===== src/design/smlf_pkg.sv =====
// Package for series_mean_and_line_fit: item structs, widths and codes.
// No dependencies.
package smlf_pkg;

    localparam int MAX_SAMPLES = 64;
    localparam int CNT_W = 7;
    localparam logic [31:0] MISSING_MARK = 32'hFFFF_0000;

    typedef enum logic [1:0] {
        ST_OK     = 2'd0,
        ST_NODATA = 2'd1,
        ST_DEGEN  = 2'd2
    } status_t;

    typedef struct packed {
        logic [11:0]        year;
        logic signed [31:0] sample_value;
        logic               last;
    } in_item_t;

    typedef struct packed {
        logic signed [31:0] mean_value;
        logic signed [31:0] slope;
        logic signed [31:0] intercept;
        logic [6:0]         present_count;
        logic [1:0]         status;
    } out_item_t;

    // Divider widths: 128-bit dividend, 64-bit divisor (2 * den)
    localparam int DIV_NW = 128;
    localparam int DIV_DW = 64;

endpackage


===== src/design/smlf_mul.sv =====
// Multicycle 64x64 unsigned multiplier, one 16-bit digit of b per cycle.
// Depends on smlf_pkg.
module smlf_mul
    import smlf_pkg::*;
(
    input  logic          clk,
    input  logic          rst_n,
    input  logic          go,
    input  logic [63:0]   a,
    input  logic [63:0]   b,
    output logic          done,
    output logic [127:0]  prod
);
    logic [127:0] acc_reg;
    logic [63:0]  a_reg;
    logic [63:0]  b_reg;
    logic [2:0]   cnt_reg;
    logic         busy_reg;
    logic         done_reg;
    logic [79:0]  part;

    // One 64x16 partial product per cycle
    assign part = a_reg * {64'd0, b_reg[15:0]};

    always_ff @(posedge clk or negedge rst_n)
    begin
        if (!rst_n)
        begin
            busy_reg <= 1'b0;
            done_reg <= 1'b0;
            cnt_reg  <= 3'd0;
        end
        else
        begin
            done_reg <= 1'b0;
            if (go)
            begin
                busy_reg <= 1'b1;
                cnt_reg  <= 3'd0;
            end
            else if (busy_reg)
            begin
                cnt_reg <= cnt_reg + 3'd1;
                if (cnt_reg == 3'd3)
                begin
                    busy_reg <= 1'b0;
                    done_reg <= 1'b1;
                end
            end
        end
    end

    always_ff @(posedge clk)
    begin
        if (go)
        begin
            a_reg   <= a;
            b_reg   <= b;
            acc_reg <= '0;
        end
        else if (busy_reg)
        begin
            acc_reg <= acc_reg + ({48'd0, part} << {cnt_reg[1:0], 4'd0});
            b_reg   <= b_reg >> 16;
        end
    end

    assign done = done_reg;
    assign prod = acc_reg;
endmodule


===== config.mk =====
export PLATFORM = sky130hd
export DESIGN_NAME = smlf_mul
export DESIGN_NICKNAME = d
export VERILOG_FILES = /design/src/design/smlf_pkg.sv /design/src/design/smlf_mul.sv
export SDC_FILE = /design/constraint.sdc
export NUM_CORES = 2
export LEC_CHECK = 0
export ABC_AREA = 1
export BUFFER_PORTS_ARGS = -buffer_cell sky130_fd_sc_hd__buf_2
export CAP_MARGIN = 25
export CELL_PAD_IN_SITES_DETAIL_PLACEMENT = 1
export CELL_PAD_IN_SITES_GLOBAL_PLACEMENT = 1
export CORE_MARGIN = 5
export CORE_UTILIZATION = 47
export CTS_CLUSTER_SIZE = 20
export DETAILED_ROUTE_END_ITERATION = 7
export PLACE_DENSITY = 0.93
export SLEW_MARGIN = 20
export SYNTH_ARGS = -nofsm -noshare
export SYNTH_HDL_FRONTEND = slang
export SYNTH_SLANG_ARGS = --single-unit

===== constraint.sdc =====
create_clock -name clk -period 9.6 [get_ports clk]
set_clock_uncertainty 0.2 [all_clocks]
set_input_delay 1.92 -clock clk [delete_from_list [all_inputs] [get_ports clk]]
set_output_delay 1.92 -clock clk [all_outputs]
set_load 0.01 [all_outputs]

==> impl_metrics.toml, run 1 <==
[floorplanning]
placementRows = 125
io_pins = 260
die_w_um = 352
initial_core_util_pct = 47.4
die_h_um = 352

[place]
gp_congestion = 1.04
placed_area_um2 = 60000
dp_hpwl_mm = 223
portBuffers = 259

[global_routing]
overflow = 21
track_usage_pct = 72.9
antenna_found_initial = 62
grt_max_degree = 101

[synthesis]
yosys-top-cells-count = "nand2_1 (2,181), inv_1 (1,814), fa_1 (867)"
synthArstFlopShare_pct = 1.92
ys_warn_count = 0
synth_edf_count = 128
yosysMostFrequentCell = "nand2_1"
yosys.area.top_type = "fa_1"
synth.avg_cell_area_um2 = 6.91
ys_types = 53
synth-seq-cells = 261
synthCells = 7973
syn_area_um2 = 55100
ys_seq_area_share_pct = 11.9
synth_nets = 9252
synth.area.top_cells = "fa_1 (32%), nand2_1 (15%), inv_1 (12%)"
yosys_most_used_dff = "edfxtp_1"
yosys.area.top_type_share_pct = 31.5

[cts]
clockBufferDepth = 3
h-tree-depth = 2
cts_inserted_buffers = 39
root_buffer = "clkbuf_16"
cts_sinks = 261

[outcome]
stop_error = "[ERROR GRT-0232] Routing congestion too high. Check the congestion heatmap in the GUI."
lastStage = "5_1_grt"
outcome = "did not finish"

[timing]
worstEndpointGrtRepair = "prod[116]$_SDFFE_PP0P_/D"
endpoint_type = "register input"
metrics by stage:
| stage | worst slack [ps] | std cells |
|---|---|---|
| 2_1_floorplan | 1880 | 7973 |
| 3_3_place_gp | -203 | 9786 |
| 3_5_place_dp | -499 | 9787 |
| 4_1_cts | -14.2 | 9919 |
per-layer routing:
metal / overflow / GRT usage [%]
met1: 0 / 71.9
met3: 10 / 62.7
met2: 2 / 85.7
met5: 0 / 49.1
met4: 9 / 70.1
cell families after synthesis:
family	after synthesis	synth area share (%)
AND/OR/NAND/NOR	3293	24.1
buffers and inverters	2176	14.8
adder cells (fa/ha/maj)	1148	37.9
AO/OA/AOI/OAI	1019	10.1
flip-flops	261	11.9
XOR/XNOR	76	1.21
repair_timing:
item,in CTS
buffers inserted,61
gates resized for setup,27
gates cloned,2
hold buffers,0
pin swaps,3
setup endpoints to repair,51
==> run 2: changes to the inputs <==
CELL_PAD_IN_SITES_DETAIL_PLACEMENT = default   (was 1)
CELL_PAD_IN_SITES_GLOBAL_PLACEMENT = default   (was 1)
CORE_UTILIZATION = 36   (was 47)
CTS_CLUSTER_SIZE = default   (was 20)
PLACE_DENSITY = default   (was 0.93)
PLACE_DENSITY_LB_ADDON = 0.15   (was default)
==> run 2 against run 1 <==
Net effect: the run now ends clean; synthesized cell count did not move; synthesized area unchanged.
==> impl_metrics.toml, run 2 <==
[timing]
worst_pin_slew_ps = 1160
rsz0062_at_grt = "true"
post-route-period-util_pct = 97.4
min_period_ps = 9350
finalMaxSlewViolations = 0
post-route-worst-setup-slack_ps = 248
hold_viol_final = 0
setup_tns_ps = 0
setup_viol = 0
max_freq_mhz = 107
relSlewSlack_pct = 22.7

[finish]
layout_common_cells = "nand2_1 (2,169), inv_1 (1,811), fa_1 (867), buf_4 (731), nor2_1 (616)"
final_common_cell = "nand2_1"
layout.nets = 10033
drive_above_1_share_pct = 15.4
area_growth_pct = 20.4
largest_reg_flops = 128
final_core_util_pct = 43.6

[synthesis]
synth-seq-cells = 261
yosys-top-cells-count = "nand2_1 (2,181), inv_1 (1,814), fa_1 (867)"
synth.area.top_cells = "fa_1 (32%), nand2_1 (15%), inv_1 (12%)"
synth_edf_count = 128
synth.avg_cell_area_um2 = 6.91
synth_nets = 9252
synthArstFlopShare_pct = 1.92
yosys_most_used_dff = "edfxtp_1"
synthCells = 7973
ys_types = 53
ys_warn_count = 0
yosys.area.top_type = "fa_1"
yosys.area.top_type_share_pct = 31.5
yosysMostFrequentCell = "nand2_1"
ys_seq_area_share_pct = 11.9
syn_area_um2 = 55100

[cts]
clockBufferDepth = 3
root_buffer = "clkbuf_16"
cts_inserted_buffers = 40
h-tree-depth = 2
ctsHoldBuffers = 0
path_clk_slew_ps = 60
tritoncts = "done"
clock_latency_ps = 690
cts_sinks = 261

[place]
place_ws_ps = -524
dp_hpwl_mm = 201
gp_congestion = 0.994
portBuffers = 259

[outcome]
outcome = "complete, no violations"

[route]
drc = 0
dr_total_vias = 53799
wl_per_cell_um = 21.7
vias_per_cell = 4.97
ant_nets = 0
first_pass_iters = 6
drt_iter0_drc = 4372
wirelength_mm = 235

[setup_path]
crit_required_ps = 9900
cp.depth = 42
arrival_ps = 9660
end_kind = "flop"
crit_slowest_cell = "fa_1"
crit_fanout = 32
crit_path_start_kind = "flop"
r2r_cells = 42
crit_buf_inv = 12
slowest_delay_ps = 540
crit_family = "adder cells"
path_class = "reg -> reg"

[global_routing]
antenna_found_initial = 1
grt_max_degree = 106
track_usage_pct = 28.7
overflow = 0
grt_pass1_vias = 55471
grt_pass1_wl_mm = 349

[worst_hold_path]
worstHoldPathType = "reg -> reg"
holdPathStages = 2

[floorplanning]
die_h_um = 401
io_pins = 260
core_area_um2 = 152000
die_w_um = 401
initial_core_util_pct = 36.2
design.die.area_um2 = 161000
placementRows = 143

[run]
drv_cap = 0
-- run 2: worst reg2reg max path, delay by kind of cell, from the launching register on --
kind                       cells  cell delay, ps
xor gates and xnor gates       1             110
buffers and inverters         12            1310
and+or+nand+nor               15            1920
adders and majority gates      8            3890
AOI/OAI and AO/OA              6            1370
DFF                            1             410
-- run 2: what timing repair did --
item / in CTS / in global routing
gates cloned: 0 / 1
setup endpoints to repair: 7 / 77
setup buffers: 15 / 22
pin swaps: 0 / 10
gates resized for setup: 5 / 122
-- run 2: cell type report --
type                       count  area, µm²
antenna                        1       2.50
clock buffer                  53       1130
clock inverter                20        191
fill                       16231      85800
inverter                    1855       6960
multi-input combinational   5536      40800
sequential                   261       6540
tap                         2030       2540
timing repair buffer        1060       8180
-- run 2: final timing paths --
check	startpoint	endpoint	slack, ps
max	b_reg[4]	prod[91]	250
min	prod[117]	prod[117]	280
max reg2reg	b_reg[4]	prod[91]	250
min reg2reg	prod[117]	prod[117]	280
max in group asynchronous	rst_n	done	8180
min in group asynchronous	rst_n	cnt_reg[2]	840
-- run 2: logic make-up after synthesis --
logic type	share of synthesized area, %
AOI/OAI and AO/OA	10.1
xor gates and xnor gates	1.21
adders and majority gates	37.9
buffers and inverters	14.8
DFF	11.9
and+or+nand+nor	24.1
-- run 2: routing by layer --
layer,global-route usage [%],up-vias,routed length [µm]
met4,12.2,0,12000
met1,37.7,26462,101000
li1,-,25426,-
met5,0,-,0
met2,48.5,1541,111000
met3,2.58,370,11100
-- run 2: per-stage QoR --
step                cell area, µm²  instances  hold WS (ps)
floorplan                    55100       7973           287
global placement             64100      10704           264
finish                       66300      10816           275
global route                 66300      10815           302
CTS                          65700      10792           282
detailed placement           64100      10704           273
Power of run 2 is not shown: default switching activity piles up to over one toggle a cycle in this logic, so the estimate is an artifact.
