### src/design/smlf_pkg.sv
// Package for series_mean_and_line_fit: item structs, widths and codes.
// No dependencies.
package smlf_pkg;

    localparam int MAX_SAMPLES = 64;
    localparam int CNT_W = 7;
    localparam logic [31:0] MISSING_MARK = 32'hFFFF_0000;

    typedef enum logic [1:0] {
        ST_OK     = 2'd0,
        ST_NODATA = 2'd1,
        ST_DEGEN  = 2'd2
    } status_t;

    typedef struct packed {
        logic [11:0]        year;
        logic signed [31:0] sample_value;
        logic               last;
    } in_item_t;

    typedef struct packed {
        logic signed [31:0] mean_value;
        logic signed [31:0] slope;
        logic signed [31:0] intercept;
        logic [6:0]         present_count;
        logic [1:0]         status;
    } out_item_t;

    // Divider widths: 128-bit dividend, 64-bit divisor (2 * den)
    localparam int DIV_NW = 128;
    localparam int DIV_DW = 64;

endpackage

### src/design/smlf_div.sv
// Restoring divider for rounded, saturated signed quotients.
// Depends on smlf_pkg.
module smlf_div
    import smlf_pkg::*;
(
    input  logic          clk,
    input  logic          rst_n,
    input  logic          go,
    input  logic          neg,
    input  logic [127:0]  mag,
    input  logic [62:0]   den,
    output logic          done,
    output logic [31:0]   result
);
    logic [127:0] num_reg;
    logic [127:0] q_reg;
    logic [64:0]  rem_reg;
    logic [63:0]  d_reg;
    logic [6:0]   cnt_reg;
    logic         busy_reg;
    logic         done_reg;
    logic         neg_reg;
    logic [64:0]  shifted;
    logic         ge;

    // One quotient bit per cycle
    assign shifted = {rem_reg[63:0], num_reg[127]};
    assign ge      = shifted >= {1'b0, d_reg};

    always_ff @(posedge clk or negedge rst_n)
    begin
        if (!rst_n)
        begin
            busy_reg <= 1'b0;
            done_reg <= 1'b0;
            cnt_reg  <= '0;
        end
        else
        begin
            done_reg <= 1'b0;
            if (go)
            begin
                busy_reg <= 1'b1;
                cnt_reg  <= '0;
            end
            else if (busy_reg)
            begin
                cnt_reg <= cnt_reg + 7'd1;
                if (cnt_reg == 7'd127)
                begin
                    busy_reg <= 1'b0;
                    done_reg <= 1'b1;
                end
            end
        end
    end

    // Dividend 2*mag + den, divisor 2*den: rounds half away from zero
    always_ff @(posedge clk)
    begin
        if (go)
        begin
            num_reg <= {mag[126:0], 1'b0} + {65'd0, den};
            d_reg   <= {den, 1'b0};
            rem_reg <= '0;
            q_reg   <= '0;
            neg_reg <= neg;
        end
        else if (busy_reg)
        begin
            num_reg <= {num_reg[126:0], 1'b0};
            q_reg   <= {q_reg[126:0], ge};
            rem_reg <= ge ? shifted - {1'b0, d_reg} : shifted;
        end
    end

    // Saturate into signed 32 bits
    always_comb
    begin
        if (neg_reg)
        begin
            if (q_reg[127:32] != '0 || q_reg[31:0] > 32'h8000_0000)
                result = 32'h8000_0000;
            else
                result = 32'd0 - q_reg[31:0];
        end
        else
        begin
            if (q_reg[127:31] != '0)
                result = 32'h7FFF_FFFF;
            else
                result = q_reg[31:0];
        end
    end

    assign done = done_reg;
endmodule

### config.mk
export PLATFORM = sky130hd
export DESIGN_NAME = smlf_div
export DESIGN_NICKNAME = d
export VERILOG_FILES = /design/src/design/smlf_pkg.sv /design/src/design/smlf_div.sv
export SDC_FILE = /design/constraint.sdc
export NUM_CORES = 1
export LEC_CHECK = 0
export ABC_AREA = 0
export BUFFER_PORTS_ARGS = -buffer_cell sky130_fd_sc_hd__buf_2
export CAP_MARGIN = 20
export CORE_MARGIN = 3
export CORE_UTILIZATION = 40
export CTS_CLUSTER_SIZE = 16
export DETAILED_ROUTE_END_ITERATION = 10
export PLACE_DENSITY = 0.63
export SLEW_MARGIN = 30
export SYNTH_ARGS = -nofsm -noshare
export SYNTH_HDL_FRONTEND = slang
export SYNTH_SLANG_ARGS = --single-unit
### constraint.sdc
create_clock -name clk -period 4.7 [get_ports clk]
set_clock_uncertainty 0.15 [all_clocks]
set_input_delay 0 -clock clk [delete_from_list [all_inputs] [get_ports clk]]
set_output_delay 0 -clock clk [all_outputs]
set_load 0.1 [all_outputs]
==> results list, run 1 <==
- Wires add up to 71.5 mm.
* Worst r2r src: rem_reg[0]
- The path with the worst hold slack has its endpoint at d_reg[38].
- The tightest min-delay check is of the in2reg type.
- Horizontal extent of the die: 259 um
- For this run, the share of the core covered by cells in the final layout is 49.6%.
- Transition time at the pin with the least slew margin: 986 ps
- STA classifies the critical path startpoint as an input pin.
- In the synthesized netlist the dominant register cell turns out to be sky130_fd_sc_hd__edfxtp_1.
- Number of cells traversed by the worst register-to-register path: 15
* Nets: 3616
* Leakage power: 13.7 nW
- Wire length of the first global-routing pass: 115 mm
* Shortest period the worst path allows: 4600 ps
* Flop-to-flop setup slack: 580 ps
- Netlist area before placement: 0.0256 sq mm
- Run status: complete, no violations
- At the end of routability-driven placement, the weighted congestion stood at 0.930.
- For the worst setup path, the data arrival time is 4880 ps.
- Required time of the worst setup path: 4990 ps
* Portion of the post-synthesis area used by sequential elements: 38.4%
- Boundary Pins: 228
* Layout area overhead: 22.5%
* Number of iterations in the first detailed-routing pass: 5
- TritonCTS clock tree: yes
* Number of global-route vias before repair: 22100
- Counting flops with a built-in enable in the synthesized netlist gives 192.
- Count leader, synth: sky130_fd_sc_hd__nor2_1
- Most instantiated cells after synthesis: 409 x sky130_fd_sc_hd__nor2_1, 265 x sky130_fd_sc_hd__a21oi_1, 211 x sky130_fd_sc_hd__nand2_1
- Across the VDD grid, the largest voltage drop is 288 uV.
- Starting density of the core: 40.5%
- Vert. Die Dim: 259 um
* Clock transition time at the flip-flop clock pins of the worst setup and hold paths: 60 ps
- Deepest clock path buffer count: 3
- Post-Syn Instances: 2926
* Number of warning messages in the yosys log: 0
- Post-route fraction of the period consumed by the critical path: 97.8%
- Maximum frequency from static timing analysis: 218 MHz
- The worst setup path is of the in2reg kind.
* Share of final-layout standard cells stronger than drive strength 1: 12.3%
* Pins Over Slew Limit: 0
* Distinct cells, synth: 82
- After synthesis, the share of flip-flops with an asynchronous set or reset is 2.29%.
- Detailed placement ended at an HPWL of 49.7 mm.
* Total routing usage reported by global routing: 20.7%
* Synthesized area per cell: 8.74 sq um
* Finished layout cell area: 0.0313 sq mm
- The root buffer cell chosen for the clock tree is sky130_fd_sc_hd__clkbuf_16.
* Overflow after GRT: 0
* Iteration-0 DRC count of the detailed router: 1833
* Via count: 23000
* Post-synth top area cell: sky130_fd_sc_hd__edfxtp_1
- Port buffering added 226 buffers.
* Total power of the final layout: 13.8 mW
- Max-cap violations: 0
* Antenna violations before repair: 3
* Post-detailed-route wirelength per cell: 17.1 um
- Latest clock arrival within the worst-skew pair: 590 ps
- Counting flops and latches in the post-synthesis netlist gives 393.
- Synthesized net count: 3250
- In this run the biggest area consumer among cell types represents 22.5% of the synthesized area.
* Worst Hold Slack: 41.3 ps
- The placed instances occupy a cell area of 0.0273 sq mm.
- The final hold violation count is 0.
- Counting instances, the worst hold path has a depth of 2.
* Post-route DRC violation count: 0
- Number of buffers created by CTS: 47
- The die covers 0.0670 sq mm.
- Tracing the worst setup path back leads to its startpoint at mag[1].
- Worst rel slew slack: 34.3%
- By area the synthesized netlist is led by sky130_fd_sc_hd__edfxtp_1 23%, sky130_fd_sc_hd__dfxtp_1 15%, sky130_fd_sc_hd__ha_1 6.2%.
- Power spread over the standard cell area amounts to 441 mW/mm^2.
- Largest net degree at the start of global routing: 209
- The count of nets left with antenna violations once routing finished came out at 0.
* Post-CTS setup-driven buffer insertion count: 0
- Number of H-tree branching levels: 2
- Setup violations remaining at the end of the flow were counted as 0.
- RR Endpoint: rem_reg[25]
* Avg Vias per Cell: 5.50
- Row count: 92
- Number of clock sinks: 393
* CORE AREA: 0.0632 sq mm
* Launch point of the worst hold path: den[37]
- STA classifies the critical path endpoint as a register.
- Setup total negative slack on the finished layout was measured at 0 ps.
- Of all nets on the critical path, the largest fanout is 8.
worst max-delay path: stages:
cell and delay [ps]:
sky130_fd_sc_hd__dlygate4sd3_1 560, sky130_fd_sc_hd__buf_2 140, sky130_fd_sc_hd__ha_1 300, sky130_fd_sc_hd__a211o_1 320
sky130_fd_sc_hd__a2111o_1 420, sky130_fd_sc_hd__a211o_1 320, sky130_fd_sc_hd__a311oi_2 430, sky130_fd_sc_hd__o32a_1 360
sky130_fd_sc_hd__a31o_4 270, sky130_fd_sc_hd__a21oi_4 120, sky130_fd_sc_hd__nand3_1 240, sky130_fd_sc_hd__o31ai_1 90
sky130_fd_sc_hd__dlygate4sd3_1 570, sky130_fd_sc_hd__a31oi_1 170, sky130_fd_sc_hd__dlygate4sd3_1 570
metal layers:
| layer | up-vias | wire length (um) | GRT usage, % |
|---|---|---|---|
| li1 | 11400 | - | - |
| met1 | 10700 | 32700 | 28.4 |
| met2 | 716 | 32300 | 33.0 |
| met3 | 178 | 4070 | 3.06 |
| met4 | 0 | 2450 | 8.16 |
| met5 | - | 0 | 0 |
cell families after synthesis:
family | synth area share, %
muxes | 8.20
DFF | 38.4
and+or+nand+nor | 18.3
xor gates and xnor gates | 6.33
adders and majority gates | 6.37
buffers and inverters | 4.54
AOI/OAI and AO/OA | 17.8
layout by cell type, fill, tap and decap left out, types with 25 or more instances in the layout:
| cell | Yosys | routed |
|---|---|---|
| sky130_fd_sc_hd__a211oi_1 | 55 | 54 |
| sky130_fd_sc_hd__a21o_1 | 69 | 69 |
| sky130_fd_sc_hd__a21oi_1 | 265 | 265 |
| sky130_fd_sc_hd__a31oi_1 | 25 | 25 |
| sky130_fd_sc_hd__buf_2 | 13 | 223 |
| sky130_fd_sc_hd__clkbuf_16 | 0 | 48 |
| sky130_fd_sc_hd__dfxtp_1 | 192 | 192 |
| sky130_fd_sc_hd__dlygate4sd3_1 | 0 | 240 |
| sky130_fd_sc_hd__edfxtp_1 | 192 | 192 |
| sky130_fd_sc_hd__ha_1 | 127 | 127 |
| sky130_fd_sc_hd__inv_1 | 129 | 128 |
| sky130_fd_sc_hd__mux2_2 | 53 | 53 |
| sky130_fd_sc_hd__mux2i_1 | 150 | 150 |
| sky130_fd_sc_hd__nand2_1 | 211 | 211 |
| sky130_fd_sc_hd__nand3_1 | 76 | 76 |
| sky130_fd_sc_hd__nand4_1 | 64 | 64 |
| sky130_fd_sc_hd__nor2_1 | 409 | 409 |
| sky130_fd_sc_hd__nor3_1 | 57 | 57 |
| sky130_fd_sc_hd__nor4_1 | 55 | 54 |
| sky130_fd_sc_hd__o21ai_0 | 109 | 109 |
| sky130_fd_sc_hd__o21bai_1 | 28 | 28 |
| sky130_fd_sc_hd__xnor2_1 | 123 | 123 |
| sky130_fd_sc_hd__xor2_1 | 62 | 62 |
where the power goes:
group          internal [mW]  total (mW)  switching, mW
clock                   2.16        3.65           1.49
combinational           2.14        5.72           3.58
sequential              4.14        4.44          0.302
what timing repair did:
item | 4_1_cts | 5_1_grt
setup endpoints to repair | 0 | 22
endpoints found under the hold margin | 233 | 0
hold buffers | 240 | 0
gates resized for setup | 0 | 5
worst max-delay path by stage:
stage / depth (start not counted) / endpoint
6_report: 15 / num_reg[120]
5_1_grt: 15 / num_reg[120]
4_1_cts: 13 / result[27]
3_5_place_dp: 14 / rem_reg[55]
3_3_place_gp: 14 / rem_reg[55]
2_1_floorplan: 13 / result[10]
per-stage QoR:
step,std cells,setup WS (ps)
after global placement,3848,665
final,4179,105
after detailed placement,3848,610
after global routing,4179,-22.9
after floorplan,2926,-299
after CTS,4175,40.2
area by class of cell:
| cell class | count | area, sq um |
|---|---|---|
| Clock inverter | 22 | 233 |
| Multi-Input combinational cell | 2237 | 14600 |
| Fill cell | 5933 | 31900 |
| Clock buffer | 65 | 1330 |
| Inverter | 130 | 493 |
| Sequential cell | 393 | 9840 |
| Antenna cell | 3 | 7.51 |
| Tap cell | 846 | 1060 |
| Timing Repair Buffer | 483 | 3730 |
Note: power is estimated with default switching activity, not from simulation.
==> run 2: changes to the inputs <==
==> constraint.sdc (replaced) <==
create_clock -name clk -period 4.7 [get_ports clk]
set_clock_uncertainty 0.15 [all_clocks]
set_input_delay 0.235 -clock clk [delete_from_list [all_inputs] [get_ports clk]]
set_output_delay 0.235 -clock clk [all_outputs]
set_load 0.1 [all_outputs]
==> run 2 against run 1 <==
Effect of this change: worst setup slack gained 210 ps; sequential share of layout area grew 1.2 points; sequential power is essentially flat; highest routed layer is now met5; utilization shrank 1.8 points; cell count shrank 2.8%; power shrank 1.3%.
==> results list, run 2 (same netlist as run 1, synthesis figures left out) <==
- Post-route DRC violation count: 0 (unchanged)
- Walking the worst path, the cells encountered are or2_2, or4_1, nand4b_1, or3_1, or3_1, nor2_1, nand2_1, o21ai_0, nand2_1, o311ai_1, buf_2.
- The clock period minus worst slack was 4390 ps (-208 ps).
- The area inside the core boundary is 0.0632 sq mm (unchanged).
* Boundary Pins: 228 (unchanged)
- The transition time at the pin with the least slew margin came to 1020 ps (+33.7 ps).
* Maximum cell stage delay along the critical path: 560 ps (about the same)
- GP Congestion: 0.940 (+1.1%)
* Run status: complete, no violations
* Pins Over Slew Limit: 0 (unchanged)
- Clock transition time at the flip-flop clock pins of the worst setup and hold paths: 60 ps (about the same)
* Number of clock sinks: 393 (unchanged)
- Largest net degree at the start of global routing: 190 (-9.1%)
* Filler cells: 6058 (+2.1%)
* Pwr dens: 451 mW/mm^2 (+2.4%)
- The via-per-instance ratio came to 5.49 (-0.15%).
- The highest attainable clock frequency came to 228 MHz (+4.7%).
- Sum Neg Setup Slack: 0 ps (unchanged)
- The cell total after placement was 3854 (+0.16%).
* Total power of the final layout: 13.6 mW (-1.3%)
- The number of buffers inserted during clock tree synthesis is 46 (-2.1%).
- Number of global-route vias before repair: 21100 (-4.7%)
* Row count: 92 (unchanged)
- The leakage power summed over all cells came to 13.2 nW (-3.4%).
* Number of H-tree branching levels: 2 (unchanged)
* Max-cap violations: 0 (unchanged)
- Count of input and output buffers: 226 (unchanged)
* Total routing usage reported by global routing: 20.0% (-0.73 points)
* Latest clock arrival within the worst-skew pair: 570 ps (-20 ps)
- Overflow after GRT: 0 (unchanged)
* Post-DRT Antenna Nets: 0 (unchanged)
* Endpoint arrival time on the critical path: 4000 ps (-880 ps)
- The number of antenna violations at the first check in global routing came to 1 (-2).
* Starting density of the core: 40.5% (unchanged)
* Post-detailed-route wirelength per cell: 17.0 um (-0.84%)
* Number of iterations in the first detailed-routing pass: 5 (unchanged)
- The worst setup path is of the reg2out kind.
* Setup repair after global routing missed its margin: false
- TritonCTS clock tree: yes
* Share of final-layout standard cells stronger than drive strength 1: 12.8% (+0.49 points)
- Post-route fraction of the period consumed by the critical path: 93.4% (-4.4 points)
* Die ar.: 0.0670 sq mm (unchanged)
* Type of element launching the critical path: register
- The final standard cell count with taps included and fillers excluded was 4064 (-2.8%).
* Final number of setup-violating endpoints: 0 (unchanged)
* Most frequent standard cell in the layout excluding fill and tap cells: sky130_fd_sc_hd__nor2_1
- The worst endpoint required time was 4320 ps (-670 ps).
- The headroom to the max-slew limit is 32.0% (-2.2 points).
- The final net count is 3506 (-3.0%).
* Flop-to-flop setup slack: 470 ps (-110 ps)
* Deepest clock path buffer count: 3 (unchanged)
* Critical-path maximum fanout: 6 (-2)
- The total number of vias is 22300 (-2.9%).
- The die outline height is 259 um (unchanged).
- The chip width came to 259 um (unchanged).
* Final hold vios: 0 (unchanged)
* ANT cells: 0 (-3)
* Slowest-stage cell, CP: sky130_fd_sc_hd__or4_1
- Wire length of the first global-routing pass: 111 mm (-4.0%)
- HPWL after detailed placement: 49.5 mm (-0.41%)
* Worst vdd rail ir drop: 310 uV (+7.8%)
* Iteration-0 DRC count of the detailed router: 2001 (+9.2%)
* Kind of path behind the tightest hold check: in2reg
* Layout area overhead: 18.0%
* Leading cell types in the layout, fill and taps excluded: 409 x sky130_fd_sc_hd__nor2_1, 265 x sky130_fd_sc_hd__a21oi_1, 213 x sky130_fd_sc_hd__buf_2
* Kind of end point of the critical path: output pin
- Root buffer cell: sky130_fd_sc_hd__clkbuf_16
- Total Wirelength: 68.9 mm (-3.6%)
-- run 2: changes by cell type in the layout (fill, tap and decap cells not counted), moves of 3 or more --
cell,change
sky130_fd_sc_hd__dlygate4sd3_1,-114
sky130_fd_sc_hd__buf_4,+15
sky130_fd_sc_hd__buf_2,-10
sky130_fd_sc_hd__diode_2,-3
sky130_fd_sc_hd__inv_6,+3
-- run 2: per-layer routing --
| layer | global-route usage, % | part of all wire [%] | up-vias |
|---|---|---|---|
| met5 | 0 | 0.017 | - |
| met1 | 27.9 | 47 | 10400 |
| met3 | 2.86 | 5.3 | 146 |
| met2 | 31.3 | 45 | 646 |
| li1 | - | - | 11200 |
| met4 | 7.49 | 3.3 | 2 |
-- run 2: critical path: cells and delay by family (launching register included) --
family / cells / cell delay (ps)
AO/OA/AOI/OAI: 2 / 250
AND/OR/NAND/NOR: 8 / 2310
flip-flops: 1 / 370
buffers and inverters: 1 / 500
-- run 2: path summary, 6_finish.rpt --
kind                       depth (start not counted)         from           end
setup / recovery                                  11     q_reg[8]    result[29]
hold / removal                                     3     mag[126]  num_reg[127]
setup reg to reg                                  15   rem_reg[0]   rem_reg[24]
hold reg to reg                                    2  rem_reg[38]   rem_reg[38]
max in group asynchronous                          3        rst_n      busy_reg
min in group asynchronous                          3        rst_n          done
-- run 2: report_power, final --
part	total, mW	switching, mW	internal (mW)
Clock	3.51	1.46	2.05
Combinational	5.67	3.55	2.13
Sequential	4.44	0.303	4.14
-- run 2: area by class of cell --
class | instances | area [sq um] | area share [%]
Clock buffer | 63 | 1330 | 4.40
Timing Repair Buffer | 374 | 2660 | 8.81
Tap cell | 846 | 1060 | 3.51
Clock inverter | 21 | 168 | 0.555
Sequential cell | 393 | 9840 | 32.6
Multi-Input combinational cell | 2237 | 14600 | 48.5
Inverter | 130 | 493 | 1.63
-- run 2: repair_timing --
item / 4_1_cts / 5_1_grt
hold buffers: 126 / 0
pin swaps: 0 / 0
gates cloned: 0 / 0
endpoints found under the hold margin: 178 / 0
setup buffers: 0 / 0
resized for setup: 11 / 5
setup endpoints to repair: 11 / 27
-- run 2: through the flow --
stage | area [sq um] | setup WS (ps) | util (%) | hold slack [ps]
after floorplan | 25600 | -534 | - | -211
after global placement | 27400 | 530 | 43.3 | -47.1
after detailed placement | 27400 | 506 | 43.3 | -48.2
after CTS | 30200 | 2.08 | 47.7 | 4.88
after global routing | 30200 | 6.54 | 47.8 | 20.6
final | 30200 | 312 | 47.8 | 23.4
